$ cat config.mk
export PLATFORM = sky130hd
export DESIGN_NAME = periodic_task_dispatcher_unit
export DESIGN_NICKNAME = d
export VERILOG_FILES = /design/src/rtl/ptd_pkg.sv /design/src/rtl/periodic_task_dispatcher_unit.sv /design/src/rtl/ptd_ctrl.sv /design/src/rtl/ptd_datapath.sv
export SDC_FILE = /design/constraint.sdc
export NUM_CORES = 2
export LEC_CHECK = 0
export ABC_AREA = 1
export BUFFER_PORTS_ARGS = -buffer_cell sky130_fd_sc_hd__buf_2
export CAP_MARGIN = 5
export CORE_MARGIN = 3
export CORE_UTILIZATION = 60
export DETAILED_ROUTE_END_ITERATION = 7
export PLACE_DENSITY = 0.81
export SLEW_MARGIN = 15
export SYNTH_ARGS = -nofsm -noshare
export SYNTH_HDL_FRONTEND = slang
export SYNTH_SLANG_ARGS = --single-unit
export TNS_END_PERCENT = 20
$ cat constraint.sdc
create_clock -name clk -period 20.1 [get_ports clk]
set_input_delay 2.01 -clock clk [delete_from_list [all_inputs] [get_ports clk]]
set_output_delay 2.01 -clock clk [all_outputs]
set_load 0.05 [all_outputs]
$ cat src/rtl/ptd_pkg.sv
// Shared types, constants and reset values for the periodic task dispatcher.
package ptd_pkg;

    // Task table size and time arithmetic width.
    localparam int NUM_TASKS = 7;
    localparam int TIME_BITS = 32;
    localparam int TASK_W    = 3;
    localparam int CFG_W     = 32;

    typedef logic [TIME_BITS-1:0] time_t;
    typedef logic [TASK_W-1:0]    task_idx_t;
    typedef logic [CFG_W-1:0]     period_t;

    // Operation codes carried by an input beat.
    localparam logic OP_POLL   = 1'b0;
    localparam logic OP_FINISH = 1'b1;

    // Result kinds reported on the output beat.
    typedef enum logic [1:0] {
        KIND_NONE     = 2'd0,
        KIND_DISPATCH = 2'd1,
        KIND_FINISH   = 2'd2,
        KIND_REJECT   = 2'd3
    } kind_t;

    // Controller states.
    typedef enum logic [2:0] {
        ST_IDLE,
        ST_DECIDE,
        ST_MINMAX,
        ST_SUMS,
        ST_SCAN,
        ST_RESPOND
    } state_t;

    // Commands from the controller to the datapath.
    typedef struct packed {
        logic  capture;
        logic  decide;
        kind_t kind;
        logic  minmax;
        logic  sums;
        logic  scan_step;
    } cmd_t;

    // Status from the datapath to the controller.
    typedef struct packed {
        logic op;
        logic running;
        logic ready_pos;
        logic scan_end;
    } status_t;

    // Period register values after reset.
    function automatic period_t period_reset(input int unsigned k);
        period_t value;
        case (k)
            0:       value = period_t'(1000 * 1000);
            1:       value = period_t'(250);
            2:       value = period_t'(1000 * 1);
            3:       value = period_t'(1000 * 10);
            4:       value = period_t'(1000 * 1);
            5:       value = period_t'(1000 * 1);
            6:       value = period_t'(1000 * 100);
            default: value = '0;
        endcase
        return value;
    endfunction

endpackage

$ cat src/rtl/periodic_task_dispatcher_unit.sv
// Top level of the periodic task dispatcher: controller plus datapath.
//
// Usage: an event beat (operation, now) is accepted at a rising edge where
// start is high and busy is low. operation 0 polls for the next dispatch,
// operation 1 reports that the running task has finished. Exactly one
// result beat follows each event, shown for one cycle with done high.
// The receiver cannot stall; each result must be taken in that cycle.
// Controller states after the accepting edge, with done high in RESPOND:
//   rejected poll or finish, or a dispatching poll: DECIDE, RESPOND,
//   poll that dispatches nothing: DECIDE, SCAN, RESPOND,
//   accepted finish: DECIDE, MINMAX, SUMS, SCAN, RESPOND.
// The variable part is the readiness scan, which checks one task per cycle
// with a single elapsed-time subtract and period compare; it stops early at
// the first due task below the scan position. A new event can be accepted
// in the cycle after done.
// Periods are written over the cfg channel (cfg_index 0..6; other indexes
// are ignored), which is always ready; writes belong in idle time.
// Reset restores the reset periods, marks every task ready, clears start times,
// longest runs and sums; shortest runs go to all ones, scan position to 0.
module periodic_task_dispatcher_unit (
    input  logic                     clk,
    input  logic                     rst_n,
    input  logic                     start,
    output logic                     busy,
    input  logic                     operation,
    input  ptd_pkg::time_t           now,
    output logic                     done,
    output logic [1:0]               result_kind,
    output ptd_pkg::task_idx_t       task_index,
    output ptd_pkg::time_t           since_last_start,
    output ptd_pkg::time_t           run_time,
    output ptd_pkg::time_t           run_time_most,
    output ptd_pkg::time_t           run_time_least,
    output ptd_pkg::time_t           total_run_time,
    output ptd_pkg::time_t           total_of_most,
    output ptd_pkg::time_t           total_of_least,
    input  logic                     cfg_valid,
    output logic                     cfg_ready,
    input  ptd_pkg::task_idx_t       cfg_index,
    input  ptd_pkg::period_t         cfg_data
);

    ptd_pkg::cmd_t    cmd;
    ptd_pkg::status_t status;
    logic             cfg_we;

    // Configuration writes complete in any cycle.
    assign cfg_ready = 1'b1;
    assign cfg_we    = cfg_valid && cfg_ready;

    ptd_ctrl u_ctrl (
        .clk    (clk),
        .rst_n  (rst_n),
        .start  (start),
        .status (status),
        .cmd    (cmd),
        .busy   (busy),
        .done   (done)
    );

    ptd_datapath u_datapath (
        .clk              (clk),
        .rst_n            (rst_n),
        .cmd              (cmd),
        .status           (status),
        .operation        (operation),
        .now              (now),
        .cfg_we           (cfg_we),
        .cfg_index        (cfg_index),
        .cfg_data         (cfg_data),
        .result_kind      (result_kind),
        .task_index       (task_index),
        .since_last_start (since_last_start),
        .run_time         (run_time),
        .run_time_most    (run_time_most),
        .run_time_least   (run_time_least),
        .total_run_time   (total_run_time),
        .total_of_most    (total_of_most),
        .total_of_least   (total_of_least)
    );

endmodule

$ cat src/rtl/ptd_ctrl.sv
// Controller state machine that sequences one dispatcher event at a time.
module ptd_ctrl (
    input  logic              clk,
    input  logic              rst_n,
    input  logic              start,
    input  ptd_pkg::status_t  status,
    output ptd_pkg::cmd_t     cmd,
    output logic              busy,
    output logic              done
);

    ptd_pkg::state_t state_reg;
    ptd_pkg::state_t state_next;

    // State register.
    always_ff @(posedge clk or negedge rst_n)
    begin
        if (!rst_n)
        begin
            state_reg <= ptd_pkg::ST_IDLE;
        end
        else
        begin
            state_reg <= state_next;
        end
    end

    // Next-state logic.
    always_comb
    begin
        state_next = state_reg;
        unique case (state_reg)
            ptd_pkg::ST_IDLE:
            begin
                if (start)
                begin
                    state_next = ptd_pkg::ST_DECIDE;
                end
            end
            ptd_pkg::ST_DECIDE:
            begin
                if (status.op == ptd_pkg::OP_POLL)
                begin
                    if (status.running || status.ready_pos)
                    begin
                        state_next = ptd_pkg::ST_RESPOND;
                    end
                    else
                    begin
                        state_next = ptd_pkg::ST_SCAN;
                    end
                end
                else
                begin
                    if (status.running)
                    begin
                        state_next = ptd_pkg::ST_MINMAX;
                    end
                    else
                    begin
                        state_next = ptd_pkg::ST_RESPOND;
                    end
                end
            end
            ptd_pkg::ST_MINMAX:
            begin
                state_next = ptd_pkg::ST_SUMS;
            end
            ptd_pkg::ST_SUMS:
            begin
                state_next = ptd_pkg::ST_SCAN;
            end
            ptd_pkg::ST_SCAN:
            begin
                if (status.scan_end)
                begin
                    state_next = ptd_pkg::ST_RESPOND;
                end
            end
            ptd_pkg::ST_RESPOND:
            begin
                state_next = ptd_pkg::ST_IDLE;
            end
            default:
            begin
                state_next = ptd_pkg::ST_IDLE;
            end
        endcase
    end

    // Output logic: datapath commands and handshake flags.
    always_comb
    begin
        cmd      = '0;
        cmd.kind = ptd_pkg::KIND_NONE;
        busy     = 1'b1;
        done     = 1'b0;
        unique case (state_reg)
            ptd_pkg::ST_IDLE:
            begin
                busy        = 1'b0;
                cmd.capture = start;
            end
            ptd_pkg::ST_DECIDE:
            begin
                cmd.decide = 1'b1;
                if (status.op == ptd_pkg::OP_POLL)
                begin
                    if (status.running)
                    begin
                        cmd.kind = ptd_pkg::KIND_REJECT;
                    end
                    else if (status.ready_pos)
                    begin
                        cmd.kind = ptd_pkg::KIND_DISPATCH;
                    end
                    else
                    begin
                        cmd.kind = ptd_pkg::KIND_NONE;
                    end
                end
                else
                begin
                    if (status.running)
                    begin
                        cmd.kind = ptd_pkg::KIND_FINISH;
                    end
                    else
                    begin
                        cmd.kind = ptd_pkg::KIND_REJECT;
                    end
                end
            end
            ptd_pkg::ST_MINMAX:
            begin
                cmd.minmax = 1'b1;
            end
            ptd_pkg::ST_SUMS:
            begin
                cmd.sums = 1'b1;
            end
            ptd_pkg::ST_SCAN:
            begin
                cmd.scan_step = 1'b1;
            end
            ptd_pkg::ST_RESPOND:
            begin
                done = 1'b1;
            end
            default:
            begin
                busy = 1'b1;
            end
        endcase
    end

    // An accepted beat makes the block busy on the next cycle.
    a_accept_busy: assert property (@(posedge clk) disable iff (!rst_n)
        start && !busy |=> busy)
        else $error("accepted beat did not make the block busy");

    // After a result strobe the block is ready for a new beat.
    a_done_idle: assert property (@(posedge clk) disable iff (!rst_n)
        done |=> !busy)
        else $error("block still busy after result strobe");

    // A rejected poll is answered on the cycle after the decision.
    a_reject_fast: assert property (@(posedge clk) disable iff (!rst_n)
        cmd.decide && status.op == ptd_pkg::OP_POLL && status.running |=> done)
        else $error("rejected poll not answered promptly");

    // Sums are only updated right after the min and max step.
    a_sums_order: assert property (@(posedge clk) disable iff (!rst_n)
        cmd.sums |-> $past(cmd.minmax))
        else $error("sum update without preceding min and max step");

endmodule

$ cat src/rtl/ptd_datapath.sv
// Datapath with the task table, statistics, readiness scan and result registers.
module ptd_datapath (
    input  logic                         clk,
    input  logic                         rst_n,
    input  ptd_pkg::cmd_t                cmd,
    output ptd_pkg::status_t             status,
    input  logic                         operation,
    input  ptd_pkg::time_t               now,
    input  logic                         cfg_we,
    input  ptd_pkg::task_idx_t           cfg_index,
    input  ptd_pkg::period_t             cfg_data,
    output logic [1:0]                   result_kind,
    output ptd_pkg::task_idx_t           task_index,
    output ptd_pkg::time_t               since_last_start,
    output ptd_pkg::time_t               run_time,
    output ptd_pkg::time_t               run_time_most,
    output ptd_pkg::time_t               run_time_least,
    output ptd_pkg::time_t               total_run_time,
    output ptd_pkg::time_t               total_of_most,
    output ptd_pkg::time_t               total_of_least
);

    // Per-task table.
    ptd_pkg::period_t   period_reg     [ptd_pkg::NUM_TASKS];
    logic               ready_reg      [ptd_pkg::NUM_TASKS];
    ptd_pkg::time_t     last_start_reg [ptd_pkg::NUM_TASKS];
    ptd_pkg::time_t     most_reg       [ptd_pkg::NUM_TASKS];
    ptd_pkg::time_t     least_reg      [ptd_pkg::NUM_TASKS];

    // Scheduler state.
    ptd_pkg::task_idx_t pos_reg;
    ptd_pkg::task_idx_t scan_idx_reg;
    logic               running_reg;
    ptd_pkg::time_t     sum_used_reg;
    ptd_pkg::time_t     sum_most_reg;
    ptd_pkg::time_t     sum_least_reg;

    // Captured input beat.
    logic               op_reg;
    ptd_pkg::time_t     now_reg;

    // Result registers.
    ptd_pkg::kind_t     kind_reg;
    ptd_pkg::task_idx_t idx_reg;
    ptd_pkg::time_t     since_reg;
    ptd_pkg::time_t     run_reg;
    ptd_pkg::time_t     most_out_reg;
    ptd_pkg::time_t     least_out_reg;
    ptd_pkg::time_t     total_run_reg;
    ptd_pkg::time_t     total_most_reg;
    ptd_pkg::time_t     total_least_reg;

    // Combinational values.
    ptd_pkg::task_idx_t pos_eff;
    ptd_pkg::task_idx_t pos_inc;
    ptd_pkg::time_t     used;
    ptd_pkg::time_t     most_next;
    ptd_pkg::time_t     least_next;
    ptd_pkg::time_t     sum_used_next;
    ptd_pkg::time_t     sum_most_next;
    ptd_pkg::time_t     sum_least_next;
    ptd_pkg::time_t     scan_elapsed;
    logic               scan_due;
    logic               scan_hit;
    logic               scan_last;
    logic               cfg_hit;

    // Scan position, elapsed time at that position and the statistics updates.
    always_comb
    begin
        pos_eff = (pos_reg >= ptd_pkg::TASK_W'(ptd_pkg::NUM_TASKS)) ? '0 : pos_reg;
        pos_inc = (pos_eff == ptd_pkg::TASK_W'(ptd_pkg::NUM_TASKS - 1)) ? '0
                : pos_eff + ptd_pkg::TASK_W'(1);
        used       = now_reg - last_start_reg[pos_eff];
        most_next  = (used > most_reg[pos_eff]) ? used : most_reg[pos_eff];
        least_next = (used < least_reg[pos_eff]) ? used : least_reg[pos_eff];
        sum_used_next  = sum_used_reg + run_reg;
        sum_most_next  = sum_most_reg + most_out_reg;
        sum_least_next = sum_least_reg + least_out_reg;
    end

    // One task of the readiness scan per cycle.
    always_comb
    begin
        scan_elapsed = now_reg - last_start_reg[scan_idx_reg];
        scan_due     = ptd_pkg::period_t'(scan_elapsed) >= period_reg[scan_idx_reg];
        scan_hit     = scan_due && (scan_idx_reg < pos_eff);
        scan_last    = scan_idx_reg == ptd_pkg::TASK_W'(ptd_pkg::NUM_TASKS - 1);
        cfg_hit      = cfg_we && (cfg_index < ptd_pkg::TASK_W'(ptd_pkg::NUM_TASKS));
    end

    // Status back to the controller.
    always_comb
    begin
        status.op        = op_reg;
        status.running   = running_reg;
        status.ready_pos = ready_reg[pos_eff];
        status.scan_end  = scan_hit || scan_last;
    end

    // Input beat capture.
    always_ff @(posedge clk)
    begin
        if (cmd.capture)
        begin
            op_reg  <= operation;
            now_reg <= now;
        end
    end

    // Task table and scheduler state.
    always_ff @(posedge clk or negedge rst_n)
    begin
        if (!rst_n)
        begin
            for (int k = 0; k < ptd_pkg::NUM_TASKS; k++)
            begin
                period_reg[k]     <= ptd_pkg::period_reset(k);
                ready_reg[k]      <= 1'b1;
                last_start_reg[k] <= '0;
                most_reg[k]       <= '0;
                least_reg[k]      <= '1;
            end
            pos_reg       <= '0;
            scan_idx_reg  <= '0;
            running_reg   <= 1'b0;
            sum_used_reg  <= '0;
            sum_most_reg  <= '0;
            sum_least_reg <= '0;
        end
        else
        begin
            if (cfg_hit)
            begin
                period_reg[cfg_index] <= cfg_data;
            end
            if (cmd.capture)
            begin
                scan_idx_reg <= '0;
            end
            if (cmd.decide)
            begin
                pos_reg <= pos_eff;
                if (cmd.kind == ptd_pkg::KIND_DISPATCH)
                begin
                    last_start_reg[pos_eff] <= now_reg;
                    ready_reg[pos_eff]      <= 1'b0;
                    running_reg             <= 1'b1;
                end
            end
            if (cmd.minmax)
            begin
                most_reg[pos_eff]  <= most_next;
                least_reg[pos_eff] <= least_next;
                ready_reg[pos_eff] <= 1'b0;
                running_reg        <= 1'b0;
            end
            if (cmd.sums)
            begin
                sum_used_reg  <= sum_used_next;
                sum_most_reg  <= sum_most_next;
                sum_least_reg <= sum_least_next;
            end
            if (cmd.scan_step)
            begin
                if (scan_due)
                begin
                    ready_reg[scan_idx_reg] <= 1'b1;
                end
                if (scan_hit)
                begin
                    pos_reg <= scan_idx_reg;
                end
                else if (scan_last)
                begin
                    pos_reg <= pos_inc;
                end
                // The scan index stays on the last task so it always names a real entry.
                if (!scan_last)
                begin
                    scan_idx_reg <= scan_idx_reg + ptd_pkg::TASK_W'(1);
                end
            end
        end
    end

    // Result registers: every field not belonging to the kind reads as zero.
    always_ff @(posedge clk)
    begin
        if (cmd.decide)
        begin
            kind_reg        <= cmd.kind;
            idx_reg         <= (cmd.kind == ptd_pkg::KIND_DISPATCH
                                || cmd.kind == ptd_pkg::KIND_FINISH) ? pos_eff : '0;
            since_reg       <= (cmd.kind == ptd_pkg::KIND_DISPATCH) ? used : '0;
            run_reg         <= (cmd.kind == ptd_pkg::KIND_FINISH) ? used : '0;
            most_out_reg    <= '0;
            least_out_reg   <= '0;
            total_run_reg   <= '0;
            total_most_reg  <= '0;
            total_least_reg <= '0;
        end
        if (cmd.minmax)
        begin
            most_out_reg  <= most_next;
            least_out_reg <= least_next;
        end
        if (cmd.sums)
        begin
            total_run_reg   <= sum_used_next;
            total_most_reg  <= sum_most_next;
            total_least_reg <= sum_least_next;
        end
    end

    assign result_kind      = kind_reg;
    assign task_index       = idx_reg;
    assign since_last_start = since_reg;
    assign run_time         = run_reg;
    assign run_time_most    = most_out_reg;
    assign run_time_least   = least_out_reg;
    assign total_run_time   = total_run_reg;
    assign total_of_most    = total_most_reg;
    assign total_of_least   = total_least_reg;

    // The scan position always names a real task.
    a_pos_range: assert property (@(posedge clk) disable iff (!rst_n)
        pos_reg < ptd_pkg::TASK_W'(ptd_pkg::NUM_TASKS))
        else $error("scan position beyond the task list");

    // A finish step always leaves no task running.
    a_finish_clears: assert property (@(posedge clk) disable iff (!rst_n)
        cmd.minmax |=> !running_reg)
        else $error("task still running after finish");

    // A dispatch marks a task running and clears its ready mark.
    a_dispatch_sets: assert property (@(posedge clk) disable iff (!rst_n)
        cmd.decide && cmd.kind == ptd_pkg::KIND_DISPATCH |=> running_reg)
        else $error("dispatch did not mark a task running");

endmodule

Word level (Yosys, flattened, before mapping)
Index checks and enable logic that the tools add are counted.

storage, ports and cells
  output and inout port bits = 232
  logic and storage cells = 177
  input bits = 72
  flip-flop bits (word level) = 1271

operators by class
  eq/ne operators = 11
  mux-type cells = 72
  bitwise gates (word level) = 7
  order comparisons = 12
  $add $sub $neg = 7
  reductions and logical operators = 15

operators by type and width
  cell                   number
  $bwmux W224            4
  $mux W32               20
  $bmux W32 S3           5
  $demux W32 S3          2
  $add A32 B32 Y32       3
  $sub A32 B32 Y32       2
  $mux W3                14
  $mux W7                5
  $ge A32 B32 Y1         1
  $gt A32 B32 Y1         1
  $lt A32 B32 Y1         1
  $mux W1                16
  $pmux W3 S5            1
  $and A7 B7 Y7          2
  $eq A3 B3 Y1 const B   4
  $ge A4 B4 Y1 const B   3
  $lt A4 B1 Y1 const B   3
  $not A3 Y4             3
  $not A7 Y7             1
  $or A7 B7 Y7           1
  $add A3 B1 Y3 const B  2
  $demux W1 S3           2
  $eq A3 B2 Y1 const B   2
  $reduce_and A2 Y1      3
  13 further kinds       23

Longest topological paths before layout
  word-level depth = 18
  mapped depth = 40
  gate-level depth less buffers = 37

Cells and area by module
From an unflattened synthesis, not the netlist that was laid out.

second synthesis, totals
  cells, all modules = 7624
  area total of the unflattened synthesis = 65140.0 um^2

by module, submodules not included
  module                         cells each  instances  area an instance (um^2)  sequential area each (um^2)
  ptd_datapath                   7585        1          64899.7                  33383.3
  ptd_ctrl                       37          1          229.0                    75.1
  periodic_task_dispatcher_unit  2           1          11.3                     0.0

Worst setup path before layout
Ideal clock, no wire load.

  path type = register to register
  from = register u_ctrl.state_reg[1]
  to = register u_datapath.total_least_reg[0] (netlist: u_datapath.total_of_least[0]), enable pin
  setup time = 457 ps
  data required time = 19643 ps
  buffers on the path = 0
  arrival = 5984 ps
  slack = 13659 ps
  period minus slack after synthesis = 6441 ps
  stages on the path, launching flop included = 4
  cell sequence = dfrtp_1 -> nor3_2 -> inv_1 -> nand2_1

between the ends
  longest elaborated chain between the ends = 3
  elaborated cells on any way between the ends = 5
  classes of those cells = eq/ne: 2; mux: 2; reduce/logical: 1

ends and longest elaborated chain
  what                                          RTL line             text
  start: declaration                            ptd_ctrl.sv:12       ptd_pkg::state_t state_reg;
  start signal: assignment                      ptd_ctrl.sv:20       state_reg <= ptd_pkg::ST_IDLE;
  start signal: assignment                      ptd_ctrl.sv:24       state_reg <= state_next;
  $eq A3 B2 Y1 or $eq A3 B1 Y1 (tied branches)  ptd_ctrl.sv:98       unique case (state_reg)
  $mux W1 or $mux W3 (tied branches)            ptd_ctrl.sv:98
  $reduce_bool A2 Y1 (no line) *                -
  end signal: assignment                        ptd_datapath.sv:212  total_least_reg <= sum_least_next;
  end: declaration                              ptd_datapath.sv:51   ptd_pkg::time_t total_least_reg;

Mark *: on every way between the ends. The rest lies on a longest branch, timed or not.
A chain may end at the register's enable or synchronous reset.

Worst setup path after layout
  from = register u_datapath.pos_reg[0]
  to = register u_datapath.least_out_reg[31] (netlist: u_datapath.run_time_least[31]), data pin

between the ends
  longest elaborated chain between the ends = 10
  elaborated cells on any way between the ends = 13
  classes of those cells = add/sub: 1; order compare: 2; mux: 9; bitwise: 1

ends and longest elaborated chain
  what                                           RTL line             text
  start: declaration                             ptd_datapath.sv:31   ptd_pkg::task_idx_t pos_reg;
  start signal: assignment                       ptd_datapath.sv:143  pos_reg <= pos_eff;
  start signal: assignment                       ptd_datapath.sv:172  pos_reg <= scan_idx_reg;
  start signal: assignment                       ptd_datapath.sv:176  pos_reg <= pos_inc;
  $ge A3 B3 Y1                                   ptd_datapath.sv:71   pos_eff = (pos_reg >= ptd_pkg::TASK_W'(ptd_pkg::NUM_TASKS)) ? '0 : pos_reg;
  $mux W3 *                                      ptd_datapath.sv:71
  $not A3 Y4 (implied by the code) *             ptd_datapath.sv:74   used = now_reg - last_start_reg[pos_eff];
  $bmux W32 S3 *                                 ptd_datapath.sv:74
  $mux W32 (implied by the code) * (2 in a row)  ptd_datapath.sv:74
  $sub A32 B32 Y32 *                             ptd_datapath.sv:74
  via u_datapath.used[17]                        ptd_datapath.sv:56   ptd_pkg::time_t used;
  $lt A32 B32 Y1 *                               ptd_datapath.sv:76   least_next = (used < least_reg[pos_eff]) ? used : least_reg[pos_eff];
  $mux W32 *                                     ptd_datapath.sv:76
  $mux W32 *                                     ptd_datapath.sv:203  if (cmd.minmax)
  end signal: assignment                         ptd_datapath.sv:206  least_out_reg <= least_next;
  end: declaration                               ptd_datapath.sv:48   ptd_pkg::time_t least_out_reg;

Mark *: on every way through the listed nets, which the timed path passes. The rest lies on a longest branch. The select of a mux whose other input is x is not followed.

==> metrics.txt <==
top cells by area, synth=dfrtp_1 (28%), nand2_1 (13%), edfxtp_1 (12%); Sequential Area=33460 um^2; Setup CP Type=reg -> reg; Setup violations, final=0; predominant post-synthesis flop cell=dfrtp_1; Final WS setup=10550 ps; post-synth top area share=about 28%; gr ovfl total=0; root buffer cell=clkbuf_16; Initial DRC Count=~7.9k; setup TNS=0 ps; DRC errors left=0; synthesized area=approximately 65000 um^2; vias=between 50k and 60k; clock sinks=1271; FFs w/ async S/R, synth=between 70% and 80%; initial antenna violation count=9; critical path fanouts, max=66; fmax=roughly 100 MHz; dpl ws=10950 ps; register area share after synthesis=around 50%; largest net degree at the start of global routing=173; Placer Congestion=between 0.9 and 1; # hold bufs at CTS=0; Worst Hold End=u_datapath.least_reg[211]; max-cap violation count=0; Slew @ Worst Pin=around 1300 ps; Num CTS Buffers=134; period utilization=47.50%; clock slew at reported path FFs=70 ps; number of cells on the worst reg-to-reg path=24; Initial DRT Pass Iterations=7; DIE AREA=between 100000 and 150000 um^2; Yosys reg bits=1271; Min-Delay Startpoint=u_datapath.least_reg[211]; commonest non-fill, non-tap cell in the layout=nand2_1; commonest non-fill, non-tap cells in the layout=nand2_1 (2194), o21ai_0 (1078), dfrtp_1 (735), nor2_1 (551), inv_1 (522); unrepaired setup endpoints after global routing=no; Clock Latency Late Sink=approximately 770 ps; Slew HR=12.42%; Layout Nets=between 8k and 9k; Core Rows=120; fin area=between 70000 and 80000 um^2; Post-synth EDFFs=around 260; Resize count post-CTS=0; Worst Hold Class=reg -> reg; I/O Pins=around 300; Gate Count Post-Synth=between 7k and 8k; yosys warns=0; Worst setup SP type=flip-flop; All-Layer GR Usage=between 30% and 40%; Required @ worst endpoint=roughly 21000 ps; vias in the first global route=about 57k; Post-Syn Area per Cell=approximately 8.4 um^2; Starting Density=60.81%; crit path DAT=roughly 10000 ps; R2R Path End=u_datapath.run_time_least[31]; first-pass GRT wire length=around 330 mm; CTS tree=done; largest area contributor in the netlist=dfrtp_1; Hold Path Depth=2; reg-to-reg slack, setup=10550 ps; # Post-CTS Setup Buffers=0; crit path time final=between 9000 and 10000 ps; worst flop-to-flop path startpoint=u_datapath.pos_reg[0]; port bufs=approximately 300; fill cell count=around 8.6k; buffers from clock root to sink, at most=3; routed len/inst=about 23 um; CTS HTree Levels=4; post-synthesis cell type count=between 60 and 70; layout cells sized above 1=between 10% and 20%; Final Max Tran Viols=0; Critical Path Start=u_datapath.pos_reg[0]; syn nets=a little over 8k; Die Y=between 300 and 400 um; final wirelength=around 210 mm; outcome=finished, final reports clean; core area=approximately 110000 um^2; vias per std cell=~6.3; Fin. Hold Viols=0; post-detail-place hpwl=137.6 mm; Multi-input gate area=approximately 29000 um^2; die span in x=~340 um; placed inst area=roughly 70000 um^2; Worst setup EP type=flip-flop; Routed Antenna Nets=0; P&R area growth vs syn=10.90%; Clock Skew=~38 ps
final cells by class:
type                    count  share of cell area [%]
inverters                 543                   2.818
multi-input cells        5596                   39.40
flip-flops and latches   1271                   46.09
clock buffers             186                   5.241
well taps                1403                   2.418
repair buffers            393                   3.071
clock inverters            62                  0.9444
diodes                      5                 0.01723
per-stage QoR:
| stage | cells | utilization [%] | hold slack (ps) |
|---|---|---|---|
| 6_report | 9459 | 67.44 | 467.5 |
| 5_1_grt | 9454 | 67.43 | 475.8 |
| 4_1_cts | 9454 | 67.43 | 466.5 |
| 3_5_place_dp | 9206 | 63.26 | 455.9 |
| 3_3_place_gp | 9206 | 63.26 | 452.3 |
| 2_1_floorplan | 7790 | - | 445.7 |
critical path, cell delays in order, from the launching register on:
cell and delay (ps):
dfrtp_4 610, buf_4 700, nand2_8 420, clkinv_2 720, buf_4 720, nand2_1 100, a21oi_1 160, a211oi_1 70
ha_1 370, a21o_1 220, a21o_1 180, nor2_1 100, inv_1 60, a21oi_1 240, o21ai_0 160, xnor2_1 1030
inv_1 220, ha_1 380, nand4_1 110, nor4_1 410, nand2_2 650, nand2_4 930, nand2_1 390, nand2_1 160
nor2_1 50
synth_stat cells, types with 37 or more instances:
master	n
nand2_1	2213
o21ai_0	1078
dfrtp_1	736
nor2_1	558
inv_1	527
a21oi_1	382
nand3_1	372
clkbuf_1	311
dfstp_2	273
edfxtp_1	262
ha_1	256
a211oi_1	71
nand4_1	54
o21ai_1	53
a22o_1	49
o22ai_1	43
a221oi_1	42
xor2_1	41
a21o_1	38
o221a_2	37
cell families after synthesis:
kind of cell / Yosys count / synth area share (%)
AND/OR/NAND/NOR: 3328 / 20.69
AO/OA/AOI/OAI: 1945 / 16.90
flip-flops: 1271 / 51.11
buffers and inverters: 923 / 5.422
adder cells (fa/ha/maj): 261 / 5.046
XOR/XNOR: 61 / 0.8161
other: 1 / 0.005729
worst max-delay path by stage:
stage	slack, ps	to
floorplan	13660	u_datapath.total_of_least[0]
global placement	11090	u_datapath.run_time_least[9]
detailed placement	10950	u_datapath.run_time_least[31]
CTS	10890	u_datapath.run_time_least[31]
global route	10230	u_datapath.run_time_least[31]
finish	10550	u_datapath.run_time_least[31]
metal layers:
layer	GRT usage, %	vias up	wire, um
li1	-	26630	-
met1	48.95	27970	80310
met2	57.14	3951	94000
met3	9.596	892	26510
met4	22.37	12	13990
met5	0	-	82
Power is not shown: default switching activity piles up to over one toggle a cycle in this logic, so the estimate is an artifact.
